$ cat src/sv/yfc_pkg.sv
// ----------------------------------------------------------------------------
// yfc_pkg: shared types and constants for the Young-Fibonacci chain builder
// Sizes, rank vector types, queue payload structs, back-end states and the
// one-hot bit helpers used by the scan logic.
// ----------------------------------------------------------------------------
package yfc_pkg;

  // permutation geometry
  localparam int PERM_LEN    = 16;
  localparam int VALUE_BITS  = 8;
  localparam int IN_VALUE_W  = 8;
  localparam int IDX_W       = $clog2(PERM_LEN);
  localparam int CNT_W       = $clog2(PERM_LEN + 1);

  // result fields
  localparam int LEVEL_W     = 5;
  localparam int WORD_W      = 51;

  // queue between front and back
  localparam int QUEUE_DEPTH = 2;
  localparam int QPTR_W      = (QUEUE_DEPTH > 1) ? $clog2(QUEUE_DEPTH) : 1;
  localparam int QCNT_W      = $clog2(QUEUE_DEPTH + 1);

  typedef logic [VALUE_BITS-1:0] value_t;
  typedef logic [IDX_W-1:0]      rank_t;
  typedef rank_t [PERM_LEN-1:0]  rank_vec_t;
  typedef logic [PERM_LEN-1:0]   pmask_t;
  typedef logic [WORD_W-1:0]     word_t;
  typedef logic [LEVEL_W-1:0]    level_t;

  // decimal digits appended to a node word
  localparam word_t DIGIT_ONE = word_t'(1);
  localparam word_t DIGIT_TWO = word_t'(2);

  // fixed levels
  localparam level_t LEVEL_TOP  = level_t'(PERM_LEN);
  localparam level_t LEVEL_TWO  = level_t'(2);
  localparam level_t LEVEL_ONE  = level_t'(1);
  localparam level_t LEVEL_ZERO = level_t'(0);

  // front -> queue write side
  typedef struct packed {
    logic      push;
    rank_vec_t ranks;
  } q_wr_t;

  // queue -> back read side
  typedef struct packed {
    logic      valid;
    rank_vec_t ranks;
  } q_rd_t;

  typedef enum logic [2:0] {
    B_IDLE,
    B_SCAN_Q,
    B_SCAN_P,
    B_EMIT,
    B_TAIL1,
    B_TAIL0
  } back_state_t;

  // lowest set bit as a one-hot mask
  function automatic pmask_t lsb_onehot(input pmask_t x);
    return x & (~x + pmask_t'(1));
  endfunction

  function automatic pmask_t bit_reverse(input pmask_t x);
    pmask_t r;
    for (int i = 0; i < PERM_LEN; i++) begin
      r[i] = x[PERM_LEN-1-i];
    end
    return r;
  endfunction

  // highest set bit as a one-hot mask
  function automatic pmask_t msb_onehot(input pmask_t x);
    return bit_reverse(lsb_onehot(bit_reverse(x)));
  endfunction

endpackage

$ cat src/sv/yfc_if.sv
// ----------------------------------------------------------------------------
// yfc_if: valid/ready channel interfaces of the Young-Fibonacci chain builder
// yfc_in_if carries permutation entries, yfc_out_if carries chain nodes.
// ----------------------------------------------------------------------------
interface yfc_in_if;
  logic                            valid;
  logic                            ready;
  logic [yfc_pkg::IN_VALUE_W-1:0]  value;
  logic                            last;

  modport source (output valid, output value, output last, input ready);
  modport sink   (input valid, input value, input last, output ready);
endinterface

interface yfc_out_if;
  logic                         valid;
  logic                         ready;
  logic [yfc_pkg::LEVEL_W-1:0]  level;
  logic [yfc_pkg::WORD_W-1:0]   q_word;
  logic [yfc_pkg::WORD_W-1:0]   p_word;
  logic                         final_res;

  modport source (output valid, output level, output q_word, output p_word,
                  output final_res, input ready);
  modport sink   (input valid, input level, input q_word, input p_word,
                  input final_res, output ready);
endinterface

$ cat src/sv/yfc_front.sv
// ----------------------------------------------------------------------------
// yfc_front: permutation loader
// Stores entries by position and keeps a rank per position (0 = largest,
// ties go to the lower position), updated on every write. On the last item
// the rank vector is pushed to the job queue.
// ----------------------------------------------------------------------------
module yfc_front (
  input  logic           clk,
  input  logic           rst_n,
  yfc_in_if.sink         in_ch,
  output yfc_pkg::q_wr_t q_wr,
  input  logic           q_full
);

  logic [yfc_pkg::CNT_W-1:0] load_cnt_r, load_cnt_nxt;
  logic                      push_pending_r, push_pending_nxt;
  yfc_pkg::value_t           store_r [yfc_pkg::PERM_LEN];
  yfc_pkg::rank_vec_t        rank_r, rank_nxt;

  logic                      accept;
  logic                      room;
  logic                      wr_en;
  yfc_pkg::rank_t            wr_pos;
  yfc_pkg::value_t           new_val;
  yfc_pkg::value_t           old_val;
  yfc_pkg::pmask_t           beats_new;
  yfc_pkg::pmask_t           beats_old;
  yfc_pkg::pmask_t           ahead_of_new;
  yfc_pkg::rank_t            new_rank;

  // handshake and write decode
  assign in_ch.ready = !push_pending_r;
  assign accept      = in_ch.valid && in_ch.ready;
  assign room        = load_cnt_r < yfc_pkg::CNT_W'(yfc_pkg::PERM_LEN);
  assign wr_en       = accept && room;
  assign wr_pos      = load_cnt_r[yfc_pkg::IDX_W-1:0];
  assign new_val     = in_ch.value[yfc_pkg::VALUE_BITS-1:0];
  assign old_val     = store_r[wr_pos];

  // rank bookkeeping: per-position compares against the old and new entry
  always_comb begin
    for (int j = 0; j < yfc_pkg::PERM_LEN; j++) begin
      beats_new[j] = (new_val > store_r[j]) ||
                     ((new_val == store_r[j]) && (wr_pos < yfc_pkg::IDX_W'(j)));
      beats_old[j] = (old_val > store_r[j]) ||
                     ((old_val == store_r[j]) && (wr_pos < yfc_pkg::IDX_W'(j)));
      ahead_of_new[j] = (yfc_pkg::IDX_W'(j) != wr_pos) &&
                        ((store_r[j] > new_val) ||
                         ((store_r[j] == new_val) && (yfc_pkg::IDX_W'(j) < wr_pos)));
    end
    new_rank = yfc_pkg::IDX_W'($countones(ahead_of_new));
    for (int j = 0; j < yfc_pkg::PERM_LEN; j++) begin
      if (yfc_pkg::IDX_W'(j) == wr_pos) begin
        rank_nxt[j] = new_rank;
      end else begin
        rank_nxt[j] = rank_r[j] + yfc_pkg::rank_t'(beats_new[j])
                    - yfc_pkg::rank_t'(beats_old[j]);
      end
    end
  end

  // load count and job push
  always_comb begin
    load_cnt_nxt     = load_cnt_r;
    push_pending_nxt = push_pending_r;
    if (push_pending_r && !q_full) begin
      push_pending_nxt = 1'b0;
    end
    if (accept) begin
      if (in_ch.last) begin
        load_cnt_nxt     = '0;
        push_pending_nxt = 1'b1;
      end else if (room) begin
        load_cnt_nxt = load_cnt_r + yfc_pkg::CNT_W'(1);
      end
    end
  end

  assign q_wr.push  = push_pending_r && !q_full;
  assign q_wr.ranks = rank_r;

  always_ff @(posedge clk) begin
    if (!rst_n) begin
      load_cnt_r     <= '0;
      push_pending_r <= 1'b0;
    end else begin
      load_cnt_r     <= load_cnt_nxt;
      push_pending_r <= push_pending_nxt;
    end
  end

  // entry store and ranks; an all-zero store ranks each position by its index
  always_ff @(posedge clk) begin
    if (!rst_n) begin
      for (int j = 0; j < yfc_pkg::PERM_LEN; j++) begin
        store_r[j] <= '0;
        rank_r[j]  <= yfc_pkg::IDX_W'(j);
      end
    end else if (wr_en) begin
      store_r[wr_pos] <= new_val;
      rank_r          <= rank_nxt;
    end
  end

endmodule

$ cat src/sv/yfc_queue.sv
// ----------------------------------------------------------------------------
// yfc_queue: short job queue between loader and chain engine
// Holds rank vectors of loaded permutations so the loader can take the next
// permutation while the engine is still emitting the previous one.
// ----------------------------------------------------------------------------
module yfc_queue (
  input  logic           clk,
  input  logic           rst_n,
  input  yfc_pkg::q_wr_t wr,
  output logic           full,
  output yfc_pkg::q_rd_t rd,
  input  logic           pop
);

  yfc_pkg::rank_vec_t         mem_r [yfc_pkg::QUEUE_DEPTH];
  logic [yfc_pkg::QPTR_W-1:0] wr_ptr_r, rd_ptr_r;
  logic [yfc_pkg::QCNT_W-1:0] cnt_r;
  logic                       do_wr, do_rd;

  function automatic logic [yfc_pkg::QPTR_W-1:0] ptr_inc(
    input logic [yfc_pkg::QPTR_W-1:0] p
  );
    if (p == yfc_pkg::QPTR_W'(yfc_pkg::QUEUE_DEPTH - 1)) begin
      return '0;
    end
    return p + yfc_pkg::QPTR_W'(1);
  endfunction

  assign full     = cnt_r == yfc_pkg::QCNT_W'(yfc_pkg::QUEUE_DEPTH);
  assign rd.valid = cnt_r != '0;
  assign rd.ranks = mem_r[rd_ptr_r];
  assign do_wr    = wr.push && !full;
  assign do_rd    = pop && rd.valid;

  // pointers and fill count
  always_ff @(posedge clk) begin
    if (!rst_n) begin
      wr_ptr_r <= '0;
      rd_ptr_r <= '0;
      cnt_r    <= '0;
    end else begin
      if (do_wr) begin
        wr_ptr_r <= ptr_inc(wr_ptr_r);
      end
      if (do_rd) begin
        rd_ptr_r <= ptr_inc(rd_ptr_r);
      end
      if (do_wr && !do_rd) begin
        cnt_r <= cnt_r + yfc_pkg::QCNT_W'(1);
      end else if (do_rd && !do_wr) begin
        cnt_r <= cnt_r - yfc_pkg::QCNT_W'(1);
      end
    end
  end

  // entry storage
  always_ff @(posedge clk) begin
    if (do_wr) begin
      mem_r[wr_ptr_r] <= wr.ranks;
    end
  end

endmodule

$ cat src/sv/yfc_back.sv
// ----------------------------------------------------------------------------
// yfc_back: chain engine
// Takes one job's ranks, then for each level builds the Q node and the P node
// one greedy step per cycle and emits them through an output register,
// followed by the fixed level 1 and level 0 results.
// ----------------------------------------------------------------------------
module yfc_back (
  input  logic           clk,
  input  logic           rst_n,
  input  yfc_pkg::q_rd_t q_rd,
  output logic           q_pop,
  yfc_out_if.source      out_ch
);

  yfc_pkg::back_state_t state_r, state_nxt;
  // match_r[k] marks the position holding rank k
  yfc_pkg::pmask_t      match_r [yfc_pkg::PERM_LEN];
  yfc_pkg::pmask_t      match_nxt [yfc_pkg::PERM_LEN];
  yfc_pkg::level_t      level_r, level_nxt;
  yfc_pkg::pmask_t      p_rem_r, p_rem_nxt;
  yfc_pkg::pmask_t      q_rem_r, q_rem_nxt;
  yfc_pkg::pmask_t      scan_r, scan_nxt;
  yfc_pkg::word_t       acc_r, acc_nxt;
  logic                 first_r, first_nxt;
  yfc_pkg::pmask_t      p_pick_r, p_pick_nxt;
  yfc_pkg::word_t       q_word_r, q_word_nxt;
  yfc_pkg::word_t       p_word_r, p_word_nxt;

  logic                 out_valid_r, out_valid_nxt;
  yfc_pkg::level_t      out_level_r, out_level_nxt;
  yfc_pkg::word_t       out_q_r, out_q_nxt;
  yfc_pkg::word_t       out_p_r, out_p_nxt;
  logic                 out_final_r, out_final_nxt;

  yfc_pkg::pmask_t      r_vec, r_low, sel, max_oh, rest, above, hi_oh, scan_step;
  logic                 has2, step_done, out_free;
  yfc_pkg::word_t       acc_step;
  yfc_pkg::level_t      lvl_m1;
  yfc_pkg::pmask_t      q_rem_upd;

  // one greedy step: take the largest present, then the rightmost beyond it
  always_comb begin
    for (int k = 0; k < yfc_pkg::PERM_LEN; k++) begin
      r_vec[k] = |(scan_r & match_r[k]);
    end
    r_low = yfc_pkg::lsb_onehot(r_vec);
    sel   = '0;
    for (int k = 0; k < yfc_pkg::PERM_LEN; k++) begin
      if (r_low[k]) begin
        sel = sel | match_r[k];
      end
    end
    max_oh    = scan_r & sel;
    rest      = scan_r & ~max_oh;
    above     = ~(max_oh | (max_oh - yfc_pkg::pmask_t'(1)));
    has2      = |(rest & above);
    hi_oh     = yfc_pkg::msb_onehot(rest);
    scan_step = has2 ? (rest & ~hi_oh) : rest;
    acc_step  = (acc_r << 3) + (acc_r << 1)
              + (has2 ? yfc_pkg::DIGIT_TWO : yfc_pkg::DIGIT_ONE);
    step_done = scan_step == '0;
  end

  assign out_free  = !out_valid_r || out_ch.ready;
  assign lvl_m1    = level_r - yfc_pkg::LEVEL_ONE;
  assign q_rem_upd = q_rem_r | (yfc_pkg::pmask_t'(1) << lvl_m1[yfc_pkg::IDX_W-1:0]);

  // sequencer
  always_comb begin
    state_nxt     = state_r;
    match_nxt     = match_r;
    level_nxt     = level_r;
    p_rem_nxt     = p_rem_r;
    q_rem_nxt     = q_rem_r;
    scan_nxt      = scan_r;
    acc_nxt       = acc_r;
    first_nxt     = first_r;
    p_pick_nxt    = p_pick_r;
    q_word_nxt    = q_word_r;
    p_word_nxt    = p_word_r;
    out_valid_nxt = out_valid_r && !out_ch.ready;
    out_level_nxt = out_level_r;
    out_q_nxt     = out_q_r;
    out_p_nxt     = out_p_r;
    out_final_nxt = out_final_r;
    q_pop         = 1'b0;

    case (state_r)
      yfc_pkg::B_IDLE: begin
        if (q_rd.valid) begin
          q_pop = 1'b1;
          for (int k = 0; k < yfc_pkg::PERM_LEN; k++) begin
            for (int i = 0; i < yfc_pkg::PERM_LEN; i++) begin
              match_nxt[k][i] = q_rd.ranks[i] == yfc_pkg::IDX_W'(k);
            end
          end
          level_nxt = yfc_pkg::LEVEL_TOP;
          p_rem_nxt = '0;
          q_rem_nxt = '0;
          scan_nxt  = '1;
          acc_nxt   = '0;
          state_nxt = yfc_pkg::B_SCAN_Q;
        end
      end

      yfc_pkg::B_SCAN_Q: begin
        scan_nxt = scan_step;
        acc_nxt  = acc_step;
        if (step_done) begin
          q_word_nxt = acc_step;
          scan_nxt   = ~p_rem_r;
          acc_nxt    = '0;
          first_nxt  = 1'b1;
          state_nxt  = yfc_pkg::B_SCAN_P;
        end
      end

      yfc_pkg::B_SCAN_P: begin
        scan_nxt  = scan_step;
        acc_nxt   = acc_step;
        first_nxt = 1'b0;
        // the first pick of the P scan is the entry this chain drops next
        if (first_r) begin
          p_pick_nxt = max_oh;
        end
        if (step_done) begin
          p_word_nxt = acc_step;
          state_nxt  = yfc_pkg::B_EMIT;
        end
      end

      yfc_pkg::B_EMIT: begin
        if (out_free) begin
          out_valid_nxt = 1'b1;
          out_level_nxt = level_r;
          out_q_nxt     = q_word_r;
          out_p_nxt     = p_word_r;
          out_final_nxt = 1'b0;
          p_rem_nxt     = p_rem_r | p_pick_r;
          q_rem_nxt     = q_rem_upd;
          level_nxt     = lvl_m1;
          if (level_r == yfc_pkg::LEVEL_TWO) begin
            state_nxt = yfc_pkg::B_TAIL1;
          end else begin
            scan_nxt  = ~q_rem_upd;
            acc_nxt   = '0;
            state_nxt = yfc_pkg::B_SCAN_Q;
          end
        end
      end

      yfc_pkg::B_TAIL1: begin
        if (out_free) begin
          out_valid_nxt = 1'b1;
          out_level_nxt = yfc_pkg::LEVEL_ONE;
          out_q_nxt     = yfc_pkg::DIGIT_ONE;
          out_p_nxt     = yfc_pkg::DIGIT_ONE;
          out_final_nxt = 1'b0;
          state_nxt     = yfc_pkg::B_TAIL0;
        end
      end

      yfc_pkg::B_TAIL0: begin
        if (out_free) begin
          out_valid_nxt = 1'b1;
          out_level_nxt = yfc_pkg::LEVEL_ZERO;
          out_q_nxt     = '0;
          out_p_nxt     = '0;
          out_final_nxt = 1'b1;
          state_nxt     = yfc_pkg::B_IDLE;
        end
      end

      default: begin
        state_nxt = yfc_pkg::B_IDLE;
      end
    endcase
  end

  assign out_ch.valid     = out_valid_r;
  assign out_ch.level     = out_level_r;
  assign out_ch.q_word    = out_q_r;
  assign out_ch.p_word    = out_p_r;
  assign out_ch.final_res = out_final_r;

  // control state
  always_ff @(posedge clk) begin
    if (!rst_n) begin
      state_r     <= yfc_pkg::B_IDLE;
      out_valid_r <= 1'b0;
      first_r     <= 1'b0;
    end else begin
      state_r     <= state_nxt;
      out_valid_r <= out_valid_nxt;
      first_r     <= first_nxt;
    end
  end

  // datapath registers
  always_ff @(posedge clk) begin
    match_r     <= match_nxt;
    level_r     <= level_nxt;
    p_rem_r     <= p_rem_nxt;
    q_rem_r     <= q_rem_nxt;
    scan_r      <= scan_nxt;
    acc_r       <= acc_nxt;
    p_pick_r    <= p_pick_nxt;
    q_word_r    <= q_word_nxt;
    p_word_r    <= p_word_nxt;
    out_level_r <= out_level_nxt;
    out_q_r     <= out_q_nxt;
    out_p_r     <= out_p_nxt;
    out_final_r <= out_final_nxt;
  end

endmodule

$ cat src/sv/young_fibonacci_chain_builder_top.sv
// ----------------------------------------------------------------------------
// young_fibonacci_chain_builder_top: Young-Fibonacci chain builder
// Loads a 16-entry permutation and emits its P and Q chain nodes per level.
// ----------------------------------------------------------------------------
// Usage:
//   in_ch  : one permutation entry per item, position 0 first; last marks the
//            final entry and starts a run. Entries past the sixteenth are
//            dropped. One item per cycle while no job waits for the queue.
//   out_ch : 17 items per run, level 16 down to 0, each with the Q and P node
//            packed as decimal digits; final_res marks level 0.
// Operation:
//   The loader stores the entries and hands the job to the engine through
//   the queue; it then takes the next permutation while the engine runs.
//   The engine builds each level's Q node and then its P node at one digit
//   per cycle, using the single greedy step unit for both, and then emits
//   the level through the output register.
// Reset: rst_n (synchronous, active low) empties the queue, idles the
//   engine and clears the stored entries to zero.
// Stall: a stalled out_ch holds its item in the output register; the engine
//   finishes the next level and waits; the loader stalls while handing a job
//   to the queue, until under two jobs are queued behind the running one.
// ----------------------------------------------------------------------------
module young_fibonacci_chain_builder_top (
  input  logic      clk,
  input  logic      rst_n,
  yfc_in_if.sink    in_ch,
  yfc_out_if.source out_ch
);

  yfc_pkg::q_wr_t q_wr;
  yfc_pkg::q_rd_t q_rd;
  logic           q_full;
  logic           q_pop;

  yfc_front u_front (
    .clk    (clk),
    .rst_n  (rst_n),
    .in_ch  (in_ch),
    .q_wr   (q_wr),
    .q_full (q_full)
  );

  yfc_queue u_queue (
    .clk   (clk),
    .rst_n (rst_n),
    .wr    (q_wr),
    .full  (q_full),
    .rd    (q_rd),
    .pop   (q_pop)
  );

  yfc_back u_back (
    .clk    (clk),
    .rst_n  (rst_n),
    .q_rd   (q_rd),
    .q_pop  (q_pop),
    .out_ch (out_ch)
  );

endmodule

$ cat src/flat_wrapper.sv
// flat-port wrapper written by rule: the top's interface ports become plain ports
module young_fibonacci_chain_builder_top_flat 
  (clk, rst_n, in_ch_valid, in_ch_value, in_ch_last, in_ch_ready, out_ch_valid, out_ch_level, out_ch_q_word, out_ch_p_word, out_ch_final_res, out_ch_ready);
  yfc_in_if in_ch_i ();
  yfc_out_if out_ch_i ();
  input  logic clk;
  input  logic rst_n;
  input wire logic [$bits(in_ch_i.valid)-1:0] in_ch_valid;
  input wire logic [$bits(in_ch_i.value)-1:0] in_ch_value;
  input wire logic [$bits(in_ch_i.last)-1:0] in_ch_last;
  output wire logic [$bits(in_ch_i.ready)-1:0] in_ch_ready;
  output wire logic [$bits(out_ch_i.valid)-1:0] out_ch_valid;
  output wire logic [$bits(out_ch_i.level)-1:0] out_ch_level;
  output wire logic [$bits(out_ch_i.q_word)-1:0] out_ch_q_word;
  output wire logic [$bits(out_ch_i.p_word)-1:0] out_ch_p_word;
  output wire logic [$bits(out_ch_i.final_res)-1:0] out_ch_final_res;
  input wire logic [$bits(out_ch_i.ready)-1:0] out_ch_ready;
  assign in_ch_i.valid = in_ch_valid;
  assign in_ch_i.value = in_ch_value;
  assign in_ch_i.last = in_ch_last;
  assign in_ch_ready = in_ch_i.ready;
  assign out_ch_valid = out_ch_i.valid;
  assign out_ch_level = out_ch_i.level;
  assign out_ch_q_word = out_ch_i.q_word;
  assign out_ch_p_word = out_ch_i.p_word;
  assign out_ch_final_res = out_ch_i.final_res;
  assign out_ch_i.ready = out_ch_ready;
  young_fibonacci_chain_builder_top u_core (.clk(clk), .rst_n(rst_n), .in_ch(in_ch_i), .out_ch(out_ch_i));
endmodule
$ cat config.mk
export PLATFORM = sky130hd
export DESIGN_NAME = young_fibonacci_chain_builder_top_flat
export DESIGN_NICKNAME = d
export VERILOG_FILES = /design/src/sv/yfc_pkg.sv /design/src/sv/yfc_if.sv /design/src/sv/yfc_front.sv /design/src/sv/yfc_queue.sv /design/src/sv/yfc_back.sv /design/src/sv/young_fibonacci_chain_builder_top.sv /design/src/flat_wrapper.sv
export SDC_FILE = /design/constraint.sdc
export NUM_CORES = 2
export LEC_CHECK = 0
export CAP_MARGIN = 40
export CORE_MARGIN = 2
export CORE_UTILIZATION = 44
export DETAILED_ROUTE_END_ITERATION = 7
export DONT_BUFFER_PORTS = 1
export GPL_ROUTABILITY_DRIVEN = 0
export SLEW_MARGIN = 10
export SYNTH_ARGS = -nofsm -noshare
export SYNTH_HDL_FRONTEND = slang
export SYNTH_SLANG_ARGS = --single-unit
export TNS_END_PERCENT = 100
$ cat constraint.sdc
create_clock -name clk -period 17.4 [get_ports clk]
set_input_delay 3.48 -clock clk [delete_from_list [all_inputs] [get_ports clk]]
set_output_delay 3.48 -clock clk [all_outputs]
set_load 0.01 [all_outputs]
==> flow_summary_export.csv <==
group,metric,value,unit
timing,drv_slew,0,
yosys,async_flop_share,0,%
yosys,synth_seq_area_share,52.56,%
route,via_count,37714,
yosys,syn_avg_cell_area,10.94,sq um
place,place_hpwl,110.4,mm
timing,rsz0062_at_grt,"no",
worst_hold_path,whs_path_depth,0,
yosys,synth_cell_type_count,96,
route,drcViolationCount,128,
clock_tree,clk_pin_slew_worst_paths,60,ps
route,via_per_inst,6.031,
timing,min_period_over_period,61.65,%
power,pwr-share-clk,23.2,%
clock_tree,clk-insertion-delay-late,700,ps
clock_tree,hold_buffers,0,
place,port_buffers,0,
critical_path,arrival,11140,ps
grt,grt_pass1_wl,228.7,mm
grt,grtUsageTotal,25.25,%
timing,fin_crit,10730,ps
power,irDropWorstVdd,0.1174,mV
critical_path,critPathSlowestCell,"edfxtp_1",
yosys,syn-num-nets,5110,
clock_tree,cts_inserted_buffers,100,
route,ant_nets,0,
place,place_ws,7317,ps
critical_path,worstPathMaxFanout,20,
grt,antenna_found_initial,3,
critical_path,crit_path_end_kind,"flip-flop",
worst_hold_path,hold_class,"reg2reg",
power,switching_share,38.90,%
timing,worst_pin_slew,940.8,ps
timing,max_slew_margin,35.66,%
die,core-area,115900,sq um
yosys,synth_edf_count,841,
route,wirelength,153.1,mm
yosys,yosysMostFrequentCell,"edfxtp_1",
power,p_seq_share,42.8,%
yosys,synth.area.top_cells,"edfxtp_1, ha_1, nor2_1",
power,power_density,160.6,nW/um^2
finish,layout-drive-gt1-share,7.064,%
clock_tree,ctsResizeCount,0,
yosys,ys_warn_count,0,
timing,skew,43.73,ps
run_status,status,"complete, but fails checks",
die,dieHeight,345.3,um
critical_path,cpPeakStageDelay,750,ps
yosys,synth.cell_area,51250,sq um
grt,overflow,0,
clock_tree,cts_sinks,925,
power,p_switching,3517,uW
run_status,violations,"DRC",
timing,setup_viol,0,
yosys,synth-main-ff-cell,"edfxtp_1",
finish,area_delta_synth_final,9.874,%
yosys,synth_top_cell_area_share,49.28,%
die,ios,123,
clock_tree,cts_setup_buffers,0,
timing,totalNegativeSetupSlack,0,ps
route,drt-initial-drc-count,4573,
clock_tree,clock_path_buffers,3,
clock_tree,htree_levels,3,
timing,fmaxAchievable,0.09322,GHz
finish,layout.nets,5069,
clock_tree,cts-root-buf,"clkbuf_16",
grt,grt_pass1_vias,35641,
timing,fin_ws,6673,ps
critical_path,rr_worst_depth,32,
timing,hold_viol,0,
route,wire_per_inst,24.49,um
power,pwr-share-comb,34.0,%
die,start_util,44.22,%
die,core.rowCount,125,
yosys,synth_top_cell_by_area,"edfxtp_1",
run,drv_cap,0,
critical_path,start_kind,"flip-flop",
clock_tree,cts_tree,"done",
critical_path,cp.required,17810,ps
critical_path,path_class,"reg2reg",
yosys,synth_commonest_cells,"edfxtp_1, nor2_1, ha_1",
power,p_leak,0.02155,uW
power,power.internal,5524,uW
die,fp.dieW,345.3,um
yosys,syn_inst,4686,
grt,grt_max_degree,121,
die,die-area,119200,sq um
route,firstDrtPassIters,8,
yosys,ys_seq_elements,925,
layout by cell type, fill, tap and decap left out, types with 34 or more instances in the layout:
| cell | synthesis | routed |
|---|---|---|
| edfxtp_1 | 841 | 841 |
| nor2_1 | 602 | 599 |
| ha_1 | 385 | 385 |
| inv_1 | 345 | 343 |
| nand2_1 | 273 | 271 |
| a21oi_1 | 247 | 246 |
| nor3_1 | 162 | 161 |
| and2_1 | 141 | 141 |
| o21ai_0 | 139 | 138 |
| clkbuf_16 | 0 | 100 |
| a22oi_1 | 92 | 92 |
| nand4_1 | 90 | 90 |
| a21o_1 | 90 | 90 |
| dfxtp_1 | 84 | 82 |
| and3_1 | 78 | 76 |
| nand3_1 | 68 | 68 |
| xnor2_1 | 65 | 64 |
| nand2b_1 | 60 | 59 |
| buf_4 | 4 | 58 |
| nor2b_1 | 54 | 54 |
| a221oi_1 | 54 | 54 |
| a31oi_1 | 50 | 50 |
| a22o_1 | 43 | 43 |
| a211oi_1 | 40 | 40 |
| mux4_2 | 40 | 40 |
| a32oi_1 | 34 | 34 |
per-stage QoR:
step	total power [uW]	std cells	hold slack [ps]	area, sq um	utilization, %
after floorplan	5746	4686	425.6	51250	-
after global placement	6783	6039	467.4	52710	45.48
after detailed placement	6871	6064	477.1	52980	45.72
after CTS	8992	6249	491.0	56220	48.51
after global routing	9495	6252	507.0	56300	48.58
final	9041	6253	488.4	56310	48.58
cell type report:
cell class	count	area, sq um
Sequential cell	925	26940
Timing Repair Buffer	81	754.5
Fill cell	10332	59590
Tap cell	1524	1907
Antenna cell	1	2.502
Clock buffer	131	2709
Multi-Input combinational cell	3191	22160
Clock inverter	54	529.3
Inverter	346	1306
flip-flops by register name, summed over array words and instances, names as in the netlist, 16 cells and up, named ones only:
name / count
u_core.u_back.match_r: 256
u_core.u_front.store_r: 128
u_core.u_queue.mem_r: 128
u_core.u_front.q_wr: 64
u_core.u_back.out_ch.p_word: 51
u_core.u_back.out_ch.q_word: 51
u_core.u_back.p_word_r: 51
u_core.u_back.q_word_r: 51
u_core.u_back.acc_r: 50
u_core.u_back.p_pick_r: 16
u_core.u_back.p_rem_r: 16
u_core.u_back.q_rem_r: 16
u_core.u_back.scan_r: 16
final timing paths:
path,slack [ps],end,startpoint
worst max-delay path,6670,u_core.u_back.acc_r[49],u_core.u_back.scan_r[5]
worst max register to register,6670,u_core.u_back.acc_r[49],u_core.u_back.scan_r[5]
worst min-delay path,490,u_core.u_queue.mem_r[1][6],u_core.u_front.q_wr[6]
worst min register to register,490,u_core.u_queue.mem_r[1][6],u_core.u_front.q_wr[6]
power by group through the flow:
stage | sequential (uW) | clock [uW] | combinational, uW
6_report | 3870 | 2100 | 3070
5_1_grt | 3870 | 2240 | 3390
4_1_cts | 3810 | 2140 | 3040
3_5_place_dp | 3850 | 0 | 3020
3_3_place_gp | 3860 | 0 | 2930
2_1_floorplan | 3540 | 0 | 2210
logic make-up (layout without fill, tap and decap cells):
logic type / count (synthesis) / in the layout / synth area share [%]
xor gates and xnor gates: 90 / 90 / 1.538
adders and majority gates: 412 / 412 / 10.44
and+or+nand+nor: 1613 / 1613 / 15.18
AOI/OAI and AO/OA: 1018 / 1018 / 13.81
other: 0 / 1 / 0
muxes: 58 / 58 / 2.114
buffers and inverters: 570 / 612 / 4.356
DFF: 925 / 925 / 52.56
worst max-delay path: cells and delay by family (launching register included):
kind                       cells  cell delay, ps
adders and majority gates      2             510
AOI/OAI and AO/OA             14            3970
and+or+nand+nor               15            5030
DFF                            1             750
xor gates and xnor gates       1             180
metal layers:
metal / track usage, % / routed length, um / vias up
met4: 10.51 / 7023 / 2
met2: 39.25 / 68000 / 1686
met1: 33.71 / 64370 / 18246
met3: 6.325 / 13730 / 446
met5: 0 / 9 / -
li1: - / - / 17334
Power figures use the tool's default switching activity.
